## config.mk

```make
export PLATFORM = sky130hd
export DESIGN_NAME = servo_status_frame_parser_unit
export DESIGN_NICKNAME = d
export VERILOG_FILES = /design/src/sfp_pkg.sv /design/src/sfp_in_reg.sv /design/src/sfp_parse.sv /design/src/servo_status_frame_parser_unit.sv
export SDC_FILE = /design/constraint.sdc
export NUM_CORES = 1
export LEC_CHECK = 0
export BUFFER_PORTS_ARGS = -buffer_cell sky130_fd_sc_hd__buf_2
export CORE_UTILIZATION = 45
export DETAILED_ROUTE_END_ITERATION = 10
export HOLD_SLACK_MARGIN = 0.08
export PLACE_DENSITY = 0.74
export SYNTH_ARGS = -nofsm -noshare
export SYNTH_HDL_FRONTEND = slang
export SYNTH_SLANG_ARGS = --single-unit
```

## constraint.sdc

```tcl
create_clock -name clk -period 5.9 [get_ports clk]
set_input_delay 0.59 -clock clk [delete_from_list [all_inputs] [get_ports clk]]
set_output_delay 0.59 -clock clk [all_outputs]
set_load 0.05 [all_outputs]
```

## src/sfp_pkg.sv

```systemverilog
// Shared types and constants for the servo status frame parser.
`default_nettype none

package sfp_pkg;

  localparam int unsigned MAX_PARAMS = 16;
  localparam logic [7:0] RETRY_RESET = 8'd200;
  localparam logic [7:0] LEN_OVERHEAD = 8'd2;

  typedef enum logic [1:0] {
    KIND_ARM  = 2'd0,
    KIND_BYTE = 2'd1,
    KIND_TICK = 2'd2
  } kind_t;

  typedef enum logic [2:0] {
    ST_OK      = 3'd0,
    ST_TIMEOUT = 3'd1,
    ST_TOOBIG  = 3'd2,
    ST_CHKSUM  = 3'd3,
    ST_IDMIS   = 3'd4,
    ST_SERVO   = 3'd5
  } status_t;

  typedef enum logic [2:0] {
    PH_IDLE = 3'd0,
    PH_HDR1 = 3'd1,
    PH_HDR2 = 3'd2,
    PH_ID   = 3'd3,
    PH_LEN  = 3'd4,
    PH_ERR  = 3'd5,
    PH_PAR  = 3'd6,
    PH_CHK  = 3'd7
  } phase_t;

  localparam int unsigned CFG_EXPECTED_ID = 0;
  localparam int unsigned CFG_RETRY_LIMIT = 1;

  typedef struct packed {
    logic [1:0] kind;
    logic [7:0] rx_byte;
  } item_t;

  typedef struct packed {
    logic [15:0] value_word;
    logic [7:0]  param_count;
    logic [7:0]  servo_error;
    logic [7:0]  frame_id;
    logic [2:0]  status;
  } result_t;

  localparam int unsigned RESULT_W = $bits(result_t);
  localparam int unsigned OUT_DATA_W = ((RESULT_W + 7) / 8) * 8;

endpackage

`default_nettype wire

```

## src/sfp_in_reg.sv

```systemverilog
// Input register stage: holds one request until the parser takes it.
`default_nettype none

module sfp_in_reg (
  input  wire logic         clk,
  input  wire logic         rst,
  input  wire logic         s_tvalid,
  output logic              s_tready,
  input  wire logic [7:0]   s_tdata,   // [7:0] rx_byte
  input  wire logic [1:0]   s_tuser,   // [1:0] kind
  input  wire logic         take,
  output logic              item_vld,
  output sfp_pkg::item_t    item
);

  assign s_tready = !item_vld || take;

  always_ff @(posedge clk) begin
    if (rst) begin
      item_vld <= 1'b0;
    end else if (s_tready) begin
      item_vld <= s_tvalid;
    end
  end

  always_ff @(posedge clk) begin
    if (s_tvalid && s_tready) begin
      item.kind    <= s_tuser;
      item.rx_byte <= s_tdata;
    end
  end

endmodule

`default_nettype wire

```

## src/sfp_parse.sv

```systemverilog
// Frame state, config registers and the registered result.
`default_nettype none

module sfp_parse (
  input  wire logic           clk,
  input  wire logic           rst,
  input  wire logic           cfg_we,
  input  wire logic           cfg_index,
  input  wire logic [7:0]     cfg_data,
  input  wire logic           item_vld,
  input  wire sfp_pkg::item_t item,
  output logic                take,
  output logic                res_vld,
  output sfp_pkg::result_t    res,
  input  wire logic           res_ready
);

  logic [7:0] expected_id;
  logic [7:0] retry_limit;

  sfp_pkg::phase_t phase, phase_next;
  logic [7:0]  frame_ident, frame_ident_next;
  logic [7:0]  frame_length, frame_length_next;
  logic [7:0]  error_byte, error_byte_next;
  logic [7:0]  running_sum, running_sum_next;
  logic [7:0]  params_left, params_left_next;
  logic [15:0] first_word, first_word_next;
  logic [7:0]  wait_ticks, wait_ticks_next;

  logic             fin;
  sfp_pkg::status_t fin_status;
  logic [7:0]       pcount;
  logic [7:0]       len_pcount;
  logic [7:0]       pos;
  logic [7:0]       b;

  assign take = item_vld && (!res_vld || res_ready);
  assign b = item.rx_byte;
  assign pcount = (frame_length >= sfp_pkg::LEN_OVERHEAD) ?
                  frame_length - sfp_pkg::LEN_OVERHEAD : 8'd0;
  assign len_pcount = (b >= sfp_pkg::LEN_OVERHEAD) ? b - sfp_pkg::LEN_OVERHEAD : 8'd0;
  assign pos = pcount - params_left;

  always_comb begin
    phase_next        = phase;
    frame_ident_next  = frame_ident;
    frame_length_next = frame_length;
    error_byte_next   = error_byte;
    running_sum_next  = running_sum;
    params_left_next  = params_left;
    first_word_next   = first_word;
    wait_ticks_next   = wait_ticks;
    fin               = 1'b0;
    fin_status        = sfp_pkg::ST_OK;
    if (take) begin
      unique case (item.kind)
        sfp_pkg::KIND_ARM: begin
          phase_next        = sfp_pkg::PH_HDR1;
          frame_ident_next  = '0;
          frame_length_next = '0;
          error_byte_next   = '0;
          running_sum_next  = '0;
          params_left_next  = '0;
          first_word_next   = '0;
          wait_ticks_next   = '0;
        end
        sfp_pkg::KIND_TICK: begin
          if (phase != sfp_pkg::PH_IDLE) begin
            if (wait_ticks >= retry_limit) begin
              fin        = 1'b1;
              fin_status = sfp_pkg::ST_TIMEOUT;
            end else begin
              wait_ticks_next = wait_ticks + 8'd1;
            end
          end
        end
        sfp_pkg::KIND_BYTE: begin
          unique case (phase)
            sfp_pkg::PH_IDLE: ;
            sfp_pkg::PH_HDR1: phase_next = sfp_pkg::PH_HDR2;
            sfp_pkg::PH_HDR2: phase_next = sfp_pkg::PH_ID;
            sfp_pkg::PH_ID: begin
              frame_ident_next = b;
              running_sum_next = b;
              phase_next       = sfp_pkg::PH_LEN;
            end
            sfp_pkg::PH_LEN: begin
              if (b > 8'(sfp_pkg::MAX_PARAMS)) begin
                fin        = 1'b1;
                fin_status = sfp_pkg::ST_TOOBIG;
              end else begin
                frame_length_next = b;
                running_sum_next  = running_sum + b;
                params_left_next  = len_pcount;
                wait_ticks_next   = '0;
                phase_next        = sfp_pkg::PH_ERR;
              end
            end
            sfp_pkg::PH_ERR: begin
              error_byte_next  = b;
              running_sum_next = running_sum + b;
              phase_next = (params_left != 8'd0) ? sfp_pkg::PH_PAR : sfp_pkg::PH_CHK;
            end
            sfp_pkg::PH_PAR: begin
              if (pos == 8'd0) begin
                first_word_next[7:0] = b;
              end else if (pos == 8'd1) begin
                first_word_next[15:8] = b;
              end
              running_sum_next = running_sum + b;
              params_left_next = params_left - 8'd1;
              if (params_left == 8'd1) begin
                phase_next = sfp_pkg::PH_CHK;
              end
            end
            sfp_pkg::PH_CHK: begin
              fin = 1'b1;
              if (~running_sum != b) begin
                fin_status = sfp_pkg::ST_CHKSUM;
              end else if (frame_ident != expected_id) begin
                fin_status = sfp_pkg::ST_IDMIS;
              end else if (error_byte != 8'd0) begin
                fin_status = sfp_pkg::ST_SERVO;
              end else begin
                fin_status = sfp_pkg::ST_OK;
              end
            end
            default: ;
          endcase
        end
        default: ;
      endcase
      if (fin) begin
        phase_next = sfp_pkg::PH_IDLE;
      end
    end
  end

  always_ff @(posedge clk) begin
    if (rst) begin
      expected_id <= '0;
      retry_limit <= sfp_pkg::RETRY_RESET;
    end else if (cfg_we) begin
      if (cfg_index == 1'(sfp_pkg::CFG_EXPECTED_ID)) begin
        expected_id <= cfg_data;
      end else begin
        retry_limit <= cfg_data;
      end
    end
  end

  always_ff @(posedge clk) begin
    if (rst) begin
      phase        <= sfp_pkg::PH_IDLE;
      frame_ident  <= '0;
      frame_length <= '0;
      error_byte   <= '0;
      running_sum  <= '0;
      params_left  <= '0;
      first_word   <= '0;
      wait_ticks   <= '0;
      res_vld      <= 1'b0;
    end else begin
      phase        <= phase_next;
      frame_ident  <= frame_ident_next;
      frame_length <= frame_length_next;
      error_byte   <= error_byte_next;
      running_sum  <= running_sum_next;
      params_left  <= params_left_next;
      first_word   <= first_word_next;
      wait_ticks   <= wait_ticks_next;
      res_vld      <= (res_vld && !res_ready) || fin;
    end
  end

  always_ff @(posedge clk) begin
    if (fin) begin
      res.status      <= fin_status;
      res.frame_id    <= frame_ident;
      res.servo_error <= error_byte;
      res.param_count <= pcount;
      res.value_word  <= first_word;
    end
  end

endmodule

`default_nettype wire

```

## src/servo_status_frame_parser_unit.sv

```systemverilog
// Top level of the servo status frame parser.
//
//  port group   dir  contents
//  s_*          in   requests: tuser kind, tdata received byte
//  m_*          out  one result per finished frame
//  cfg_*        in   register writes: 0 expected id, 1 retry limit
//
// One request per cycle while the result is not stalled. A request is held in
// the input register, then the parse stage updates frame state and loads the
// result register. Result is valid in the cycle after the request is taken.
// Synchronous reset clears frame state, expected id and both valid flags.
// A stalled result holds m_*, the input register keeps taking requests
// until it fills. Reset sets the retry limit to 200.
`default_nettype none

module servo_status_frame_parser_unit (
  input  wire logic                             clk,
  input  wire logic                             rst,
  input  wire logic                             s_tvalid,
  output logic                                  s_tready,
  input  wire logic [7:0]                       s_tdata,  // [7:0] rx_byte
  input  wire logic [1:0]                       s_tuser,  // [1:0] kind
  output logic                                  m_tvalid,
  input  wire logic                             m_tready,
  // [2:0] status, [10:3] frame_id, [18:11] servo_error,
  // [26:19] param_count, [42:27] value_word, [47:43] zero
  output logic [sfp_pkg::OUT_DATA_W-1:0]        m_tdata,
  input  wire logic                             cfg_we,
  input  wire logic                             cfg_index,
  input  wire logic [7:0]                       cfg_data
);

  logic             take;
  logic             item_vld;
  sfp_pkg::item_t   item;
  sfp_pkg::result_t res;

  sfp_in_reg u_in (
    .clk      (clk),
    .rst      (rst),
    .s_tvalid (s_tvalid),
    .s_tready (s_tready),
    .s_tdata  (s_tdata),
    .s_tuser  (s_tuser),
    .take     (take),
    .item_vld (item_vld),
    .item     (item)
  );

  sfp_parse u_parse (
    .clk       (clk),
    .rst       (rst),
    .cfg_we    (cfg_we),
    .cfg_index (cfg_index),
    .cfg_data  (cfg_data),
    .item_vld  (item_vld),
    .item      (item),
    .take      (take),
    .res_vld   (m_tvalid),
    .res       (res),
    .res_ready (m_tready)
  );

  assign m_tdata = sfp_pkg::OUT_DATA_W'(res);

endmodule

`default_nettype wire

```

# Yosys cells after proc, flatten, opt, wreduce, memory -nomap -nowiden
# Cells that the tools add are included.
dict set report word_totals {
  regBits 138
  input_bits 24
  output_inout_bits 50
  elab_cells 136
}
dict set report op_classes {
  addsub 6
  order_cmp 4
  eq_ne 29
  mux 46
  n_bitwise 2
  reduce_logical 29
}
# cell n
set op_table {}
lappend op_table {{2-to-1 mux 8 bit} 15}
lappend op_table {{case mux 8 bit (2 select lines)} 6}
lappend op_table {{case mux 8 bit (3 select lines)} 2}
lappend op_table {{case mux 16 bit (2 select lines)} 1}
lappend op_table {{2-to-1 mux 3 bit} 7}
lappend op_table {{case mux 3 bit (2 select lines)} 3}
lappend op_table {{case mux 3 bit (6 select lines)} 1}
lappend op_table {{== test 8 x 1 -> 1 bit (second input constant)} 2}
lappend op_table {{greater-or-equal comparator 8 x 2 -> 1 bit (second input constant)} 2}
lappend op_table {{2-to-1 mux 16 bit} 1}
lappend op_table {{inequality test 8 bit} 2}
lappend op_table {{AND reduction 4 bit} 4}
lappend op_table {{nonzero test 8 bit} 2}
lappend op_table {{subtractor 8 x 2 -> 8 bit (second input constant)} 2}
lappend op_table {{inequality test 2 bit (second input constant)} 7}
lappend op_table {{== test 3 bit (second input constant)} 4}
lappend op_table {{AND reduction 5 bit} 2}
lappend op_table {{nonzero test 3 bit} 3}
lappend op_table {{adder 8 x 1 -> 8 bit (second input constant)} 1}
lappend op_table {{adder 8 bit} 1}
lappend op_table {{greater-or-equal comparator 8 bit} 1}
lappend op_table {{> comparator 8 x 5 -> 1 bit (second input constant)} 1}
lappend op_table {{zero test 8 bit} 1}
lappend op_table {{inequality test 4 bit (second input constant)} 2}
lappend op_table {{other kinds (24)} 43}

# Depth between registers and ports, before layout
dict set report depth {
  ltp_word 8
  depth_mapped 13
  mapped_depth_nobuf 12
}

# Cells and area by module
# From an unflattened synthesis, not the netlist that was laid out.
dict set report unflattened {
  hier_cells 711
  area_unflattened_um2 6859.1
}
# module n_inst cells_per_inst area_each_um2 seq_area_each_um2
set modules_own_cells {}
lappend modules_own_cells {sfp_parse 1 690 6462.4 2972.9}
lappend modules_own_cells {sfp_in_reg 1 15 355.3 320.3}
lappend modules_own_cells {servo_status_frame_parser_unit 1 6 41.3 0.0}

# Worst setup path after synthesis
# No wires, ideal clock.
dict set report synth_path {
  kind {flip-flop to flip-flop}
  startpoint {reg u_in.item[9] (netlist name)}
  endpoint {reg u_parse.phase[1]}
  setup_time_ns 0.222
  arrival_ns 3.470
  t_required_ns 5.678
  setup_slack_ns 2.208
  stages_incl_launch_ff 9
  path_buffers 2
  synth_period_minus_slack_ns 3.692
  cell_sequence {edfxtp_1 -> inv_1 -> ha_1 -> buf_4 -> clkbuf_1 -> nand2_1 -> o221a_2 -> nor2_1 -> o22ai_1}
}
dict set report synth_via {
  elab_chain_cells 5
  elab_cells_between_ends 12
  classes_between {eq/ne: 5; mux: 4; reduce/logical: 3}
}
# item line
set synth_rtl {}
lappend synth_rtl {{== test 2 x 1 -> 1 bit / == test 2 bit (equally long branches)} sfp_parse.sv:56} ;# unique case (item.kind)
lappend synth_rtl {{case mux 1 bit (2 select lines)} sfp_parse.sv:56}
lappend synth_rtl {{2-to-1 mux 1 bit} sfp_parse.sv:55} ;# if (take) begin
lappend synth_rtl {{inequality test 8 x 7 -> 1 bit (no line), or another cell as far along} -}
lappend synth_rtl {{AND reduction 5 bit (no line)} -}
lappend synth_rtl {{to (signal assigned)} sfp_parse.sv:154} ;# phase <= sfp_pkg::PH_IDLE;
lappend synth_rtl {{to (signal assigned)} sfp_parse.sv:164} ;# phase <= phase_next;
lappend synth_rtl {{to (decl)} sfp_parse.sv:21} ;# sfp_pkg::phase_t phase, phase_next;
# Parallel ways exist; a longest one is shown, timed or not. The select of a mux whose other input is x is not followed.
# A chain may end at the register's enable or synchronous reset.

# Final worst setup path
dict set report layout_path {
  startpoint {reg u_parse.frame_length[1]}
  endpoint {reg u_parse.first_word[5]}
}
dict set report layout_via {
  elab_chain_cells 6
  elab_cells_between_ends 7
  classes_between {add/sub: 2; order compare: 1; eq/ne: 1; mux: 1; reduce/logical: 2}
}
# item line
set layout_rtl {}
lappend layout_rtl {{from (decl)} sfp_parse.sv:23} ;# logic [7:0] frame_length, frame_length_next;
lappend layout_rtl {{from (signal assigned)} sfp_parse.sv:166} ;# frame_length <= frame_length_next;
lappend layout_rtl {{subtractor 8 x 2 -> 8 bit / greater-or-equal comparator 8 x 2 -> 1 bit (equally long branches)} {sfp_parse.sv:40, sfp_parse.sv:39}}
lappend layout_rtl {{2-to-1 mux 8 bit (*)} sfp_parse.sv:39} ;# assign pcount = (frame_length >= sfp_pkg::LEN_OVERHEAD) ?
lappend layout_rtl {{subtractor 8 bit (*)} sfp_parse.sv:42} ;# assign pos = pcount - params_left;
lappend layout_rtl {{zero test 8 bit (*)} sfp_parse.sv:105} ;# if (pos == 8'd0) begin
lappend layout_rtl {{inequality test 2 x 1 -> 1 bit (no line) (*)} -}
lappend layout_rtl {{AND reduction 4 bit (no line) (*)} -}
lappend layout_rtl {{to (signal assigned)} sfp_parse.sv:170} ;# first_word <= first_word_next;
lappend layout_rtl {{to (decl)} sfp_parse.sv:27} ;# logic [15:0] first_word, first_word_next;
# Mark *: on every way between the ends. The rest lies on a longest branch, timed or not.

==> metrics.csv <==
stage;metric;value;unit
status;status;completed;
global_routing;Total GRT Usage;20.0;%
global_routing;total gr overflow;0;
clock_tree;post-CTS sizing;0;
final_layout;fin util;53.3;%
timing;Final min period;4.00;ns
final_layout;Final nets;824;
timing;Fmax;250;MHz
place;GPL Wtd Cong;0.884;
drt;drt total wl;15.5;mm
final_layout;layout cells sized above 1;17.8;%
timing;Least-Margin Pin Slew;1.17;ns
final_layout;FILL cells;1361;
timing;Setup Skew;0.0120;ns
yosys;Yosys reg bits;138;
clock_tree;Post-CTS Setup Inserts;0;
critical_path;peak fanout along the critical path;8;
floorplanning;Die W;127;um
timing;post-route setup TNS;0;ns
drt;DRC marker count from the first detailed-route iteration;380;
clock_tree;clk slew on worst S/H paths;0.06;ns
clock_tree;hold-fix buffers at CTS;0;
clock_tree;H-tree levels;4;
power_and_ir_drop;pwr dens;284;nW/um^2
yosys;yosys warns;0;
yosys;predominant post-synthesis flop cell;dfxtp_1;
final_layout;P&R area growth vs syn;15.2;%
global_routing;largest net degree at the start of global routing;92;
clock_tree;CTS max path bufs;2;
drt;routed metal-1 wirelength;7.17;mm
floorplanning;number of I/O pins;74;
clock_tree;CTS tree;built;
floorplanning;Die Area;16100;um^2
floorplanning;Core ar.;15200;um^2
yosys;register area share after synthesis;46.8;%
timing;crit share post-route;67.8;%
place;hpwl dp;10.7;mm
final_layout;ANT cells;0;
timing;setup ws final;1.90;ns
drt;Pre-antenna DRT Iters;5;
yosys;synthesized area;7030;um^2
critical_path;crit path DAT;4.31;ns
drt;routed vias/inst;5.64;
timing;Slew Limit Fails;0;
drt;routed length per instance;16.0;um
yosys;asr flop ratio synth;0;%
clock_tree;CTS root buf;clkbuf_16;
timing;Final Hold Vio Count;0;
job;Max-Cap Viols;0;
place;pre-CTS setup slack;2.05;ns
critical_path;Worst Path Required;6.21;ns
global_routing;initial antenna violation count;0;
floorplanning;Core Rows;45;
drt;Max Used Layer;met4;
critical_path;critical setup path kind;flip-flop to flip-flop;
clock_tree;Num CTS Buffers;17;
yosys;number of flops mapped to enable cells by yosys;53;
drt;DR WL met2;7.16;mm
global_routing;first-pass GRT wire length;25.1;mm
critical_path;endpoint class of the critical path;flip-flop;
drt;Detail Route Antenna Nets;0;
critical_path;CP Launch Type;flip-flop;
clock_tree;clock latency on the worst-skew pair;0.42;ns
yosys;post-synthesis cell type count;75;
floorplanning;initial core utilization;46.3;%
timing;final setup fails;0;
power_and_ir_drop;Leak Pwr;0.00311;uW
drt;# DRC;0;
power_and_ir_drop;maximum VDD drop;0.000193;V
drt;Met3 Routed Length;708;um
yosys;Syn Area/Cell;9.98;um^2
global_routing;vias in the first global route;5043;
yosys;Synth Instances;705;
place;input/output buffers;68;
floorplanning;height of the die;127;um
timing;slew margin rel.;21.8;%
clock_tree;TritonCTS Sinks;138;
timing;RSZ-0062 raised after global routing;no;
drt;total number of vias;5456;
min_path;Hold Path Class;input pin to flip-flop;
[cell type report]
| class | instances | area (um^2) | area share, % |
|---|---|---|---|
| multi-input combinational | 504 | 3480 | 42.9 |
| sequential | 138 | 3290 | 40.6 |
| clock buffer | 17 | 425 | 5.25 |
| timing repair buffer | 71 | 363 | 4.48 |
| tap | 188 | 235 | 2.90 |
| clock inverter | 15 | 186 | 2.30 |
| inverter | 34 | 128 | 1.57 |
[routing by layer]
layer  vias up  GRT usage (%)
met5         -              0
met4         0           8.89
met3        29           4.36
met2       153           32.0
met1      2592           26.1
li1       2682              -
[state kept, by name (all words and copies together), names as in the netlist]
name and count:
u_in.item 10, u_in.item_vld 1, u_parse.error_byte 8, u_parse.expected_id 8
u_parse.first_word 16, u_parse.frame_ident 8, u_parse.frame_length 8, u_parse.params_left 8
u_parse.phase 3, u_parse.res 43, u_parse.res_vld 1, u_parse.retry_limit 8
u_parse.running_sum 8, u_parse.wait_ticks 8
[path summary, 6_finish.rpt]
check	start	end	slack (ns)	depth (start not counted)
worst min-delay path	s_tuser[1]	u_in.item[9]	0.34	1
worst max-delay path	u_parse.frame_length[1]	u_parse.first_word[5]	1.90	11
worst min register to register	u_parse.first_word[1]	u_parse.res[28]	0.42	0
worst max register to register	u_parse.frame_length[1]	u_parse.first_word[5]	1.90	11
[report_power, final]
part / leakage (uW) / switching, uW / total (uW) / internal, uW
Combinational: 0.00164 / 105 / 169 / 63.4
Sequential: 0.00118 / 27.4 / 1030 / 1000
Clock: 0.000293 / 433 / 1100 / 672
[worst max-delay path: stages, from the launching register on]
cell and delay (ns):
dfxtp_1 0.34, or3_1 0.43, nor3b_1 0.43, nand2b_1 0.21
ha_1 0.18, fa_1 0.24, xor2_1 0.14, o311ai_0 0.17
or3_1 0.41, a2111oi_0 0.45, and3_1 0.54, mux2_4 0.34
[cells in the mapped netlist (all sizes together) (3+ instances only)]
cell | instances | area share, %
mux2i | 27 | 3.8
buf | 14 | 1.2
nand2b | 9 | 0.84
a21oi | 42 | 3.0
o21bai | 4 | 0.43
or4 | 6 | 0.69
ha | 32 | 5.7
and3 | 3 | 0.27
a211o | 3 | 0.37
nor2 | 51 | 2.7
and2 | 15 | 1.3
nor4 | 4 | 0.36
nor3b | 19 | 2.0
o22ai | 6 | 0.53
o311ai | 5 | 0.62
clkbuf | 19 | 1.0
a2111oi | 3 | 0.39
nor2b | 19 | 1.7
and3b | 3 | 0.37
or2 | 4 | 0.36
xor2 | 5 | 0.62
edfxtp | 53 | 23
a31oi | 3 | 0.27
nor3 | 13 | 0.92
nand3b | 9 | 1.1
a21boi | 3 | 0.43
a22oi | 7 | 0.75
a21o | 6 | 0.66
dfxtp | 85 | 24
nand3 | 20 | 1.5
or3 | 14 | 1.2
nand4 | 8 | 0.71
o31ai | 4 | 0.43
nand2 | 58 | 3.1
mux2 | 17 | 3.1
o21ai | 36 | 2.6
o2111ai | 3 | 0.37
inv | 34 | 1.8
xnor2 | 15 | 1.9
[per-stage QoR]
stage	cells	power, uW	hold WS, ns	cell area [um^2]
6_report	967	2300	0.341	8110
5_1_grt	967	2380	0.324	8110
3_5_place_dp	935	1210	0.411	7490
4_1_cts	967	2320	0.321	8110
2_1_floorplan	709	1170	0.400	7050
3_3_place_gp	935	1210	0.407	7490
[cell families after synthesis]
family / share of synthesized area (%)
xor gates and xnor gates: 2.49
and+or+nand+nor: 19.9
muxes: 6.99
adders and majority gates: 6.26
DFF: 46.8
buffers and inverters: 4.09
AOI/OAI and AO/OA: 13.4
other: 0.0533
[placed cells by master, fill, tap and decap left out, types with 5 or more instances in the layout]
cell        n
dfxtp_1    85
buf_2      68
nand2_1    58
edfxtp_1   53
nor2_1     50
a21oi_1    41
o21ai_0    35
inv_1      34
ha_1       32
mux2i_1    27
nand3_1    19
nor3b_1    19
nor2b_1    19
clkbuf_16  17
xnor2_1    15
and2_1     15
or3_1      14
nor3_1     13
mux2_2      9
nand2b_1    8
nand4_1     8
nand3b_1    8
mux2_4      8
a22oi_1     7
o22ai_1     6
or4_1       5
xor2_1      5
a21o_1      5
conb_1      5
No activity file was read; power rests on OpenSTA's default activity.
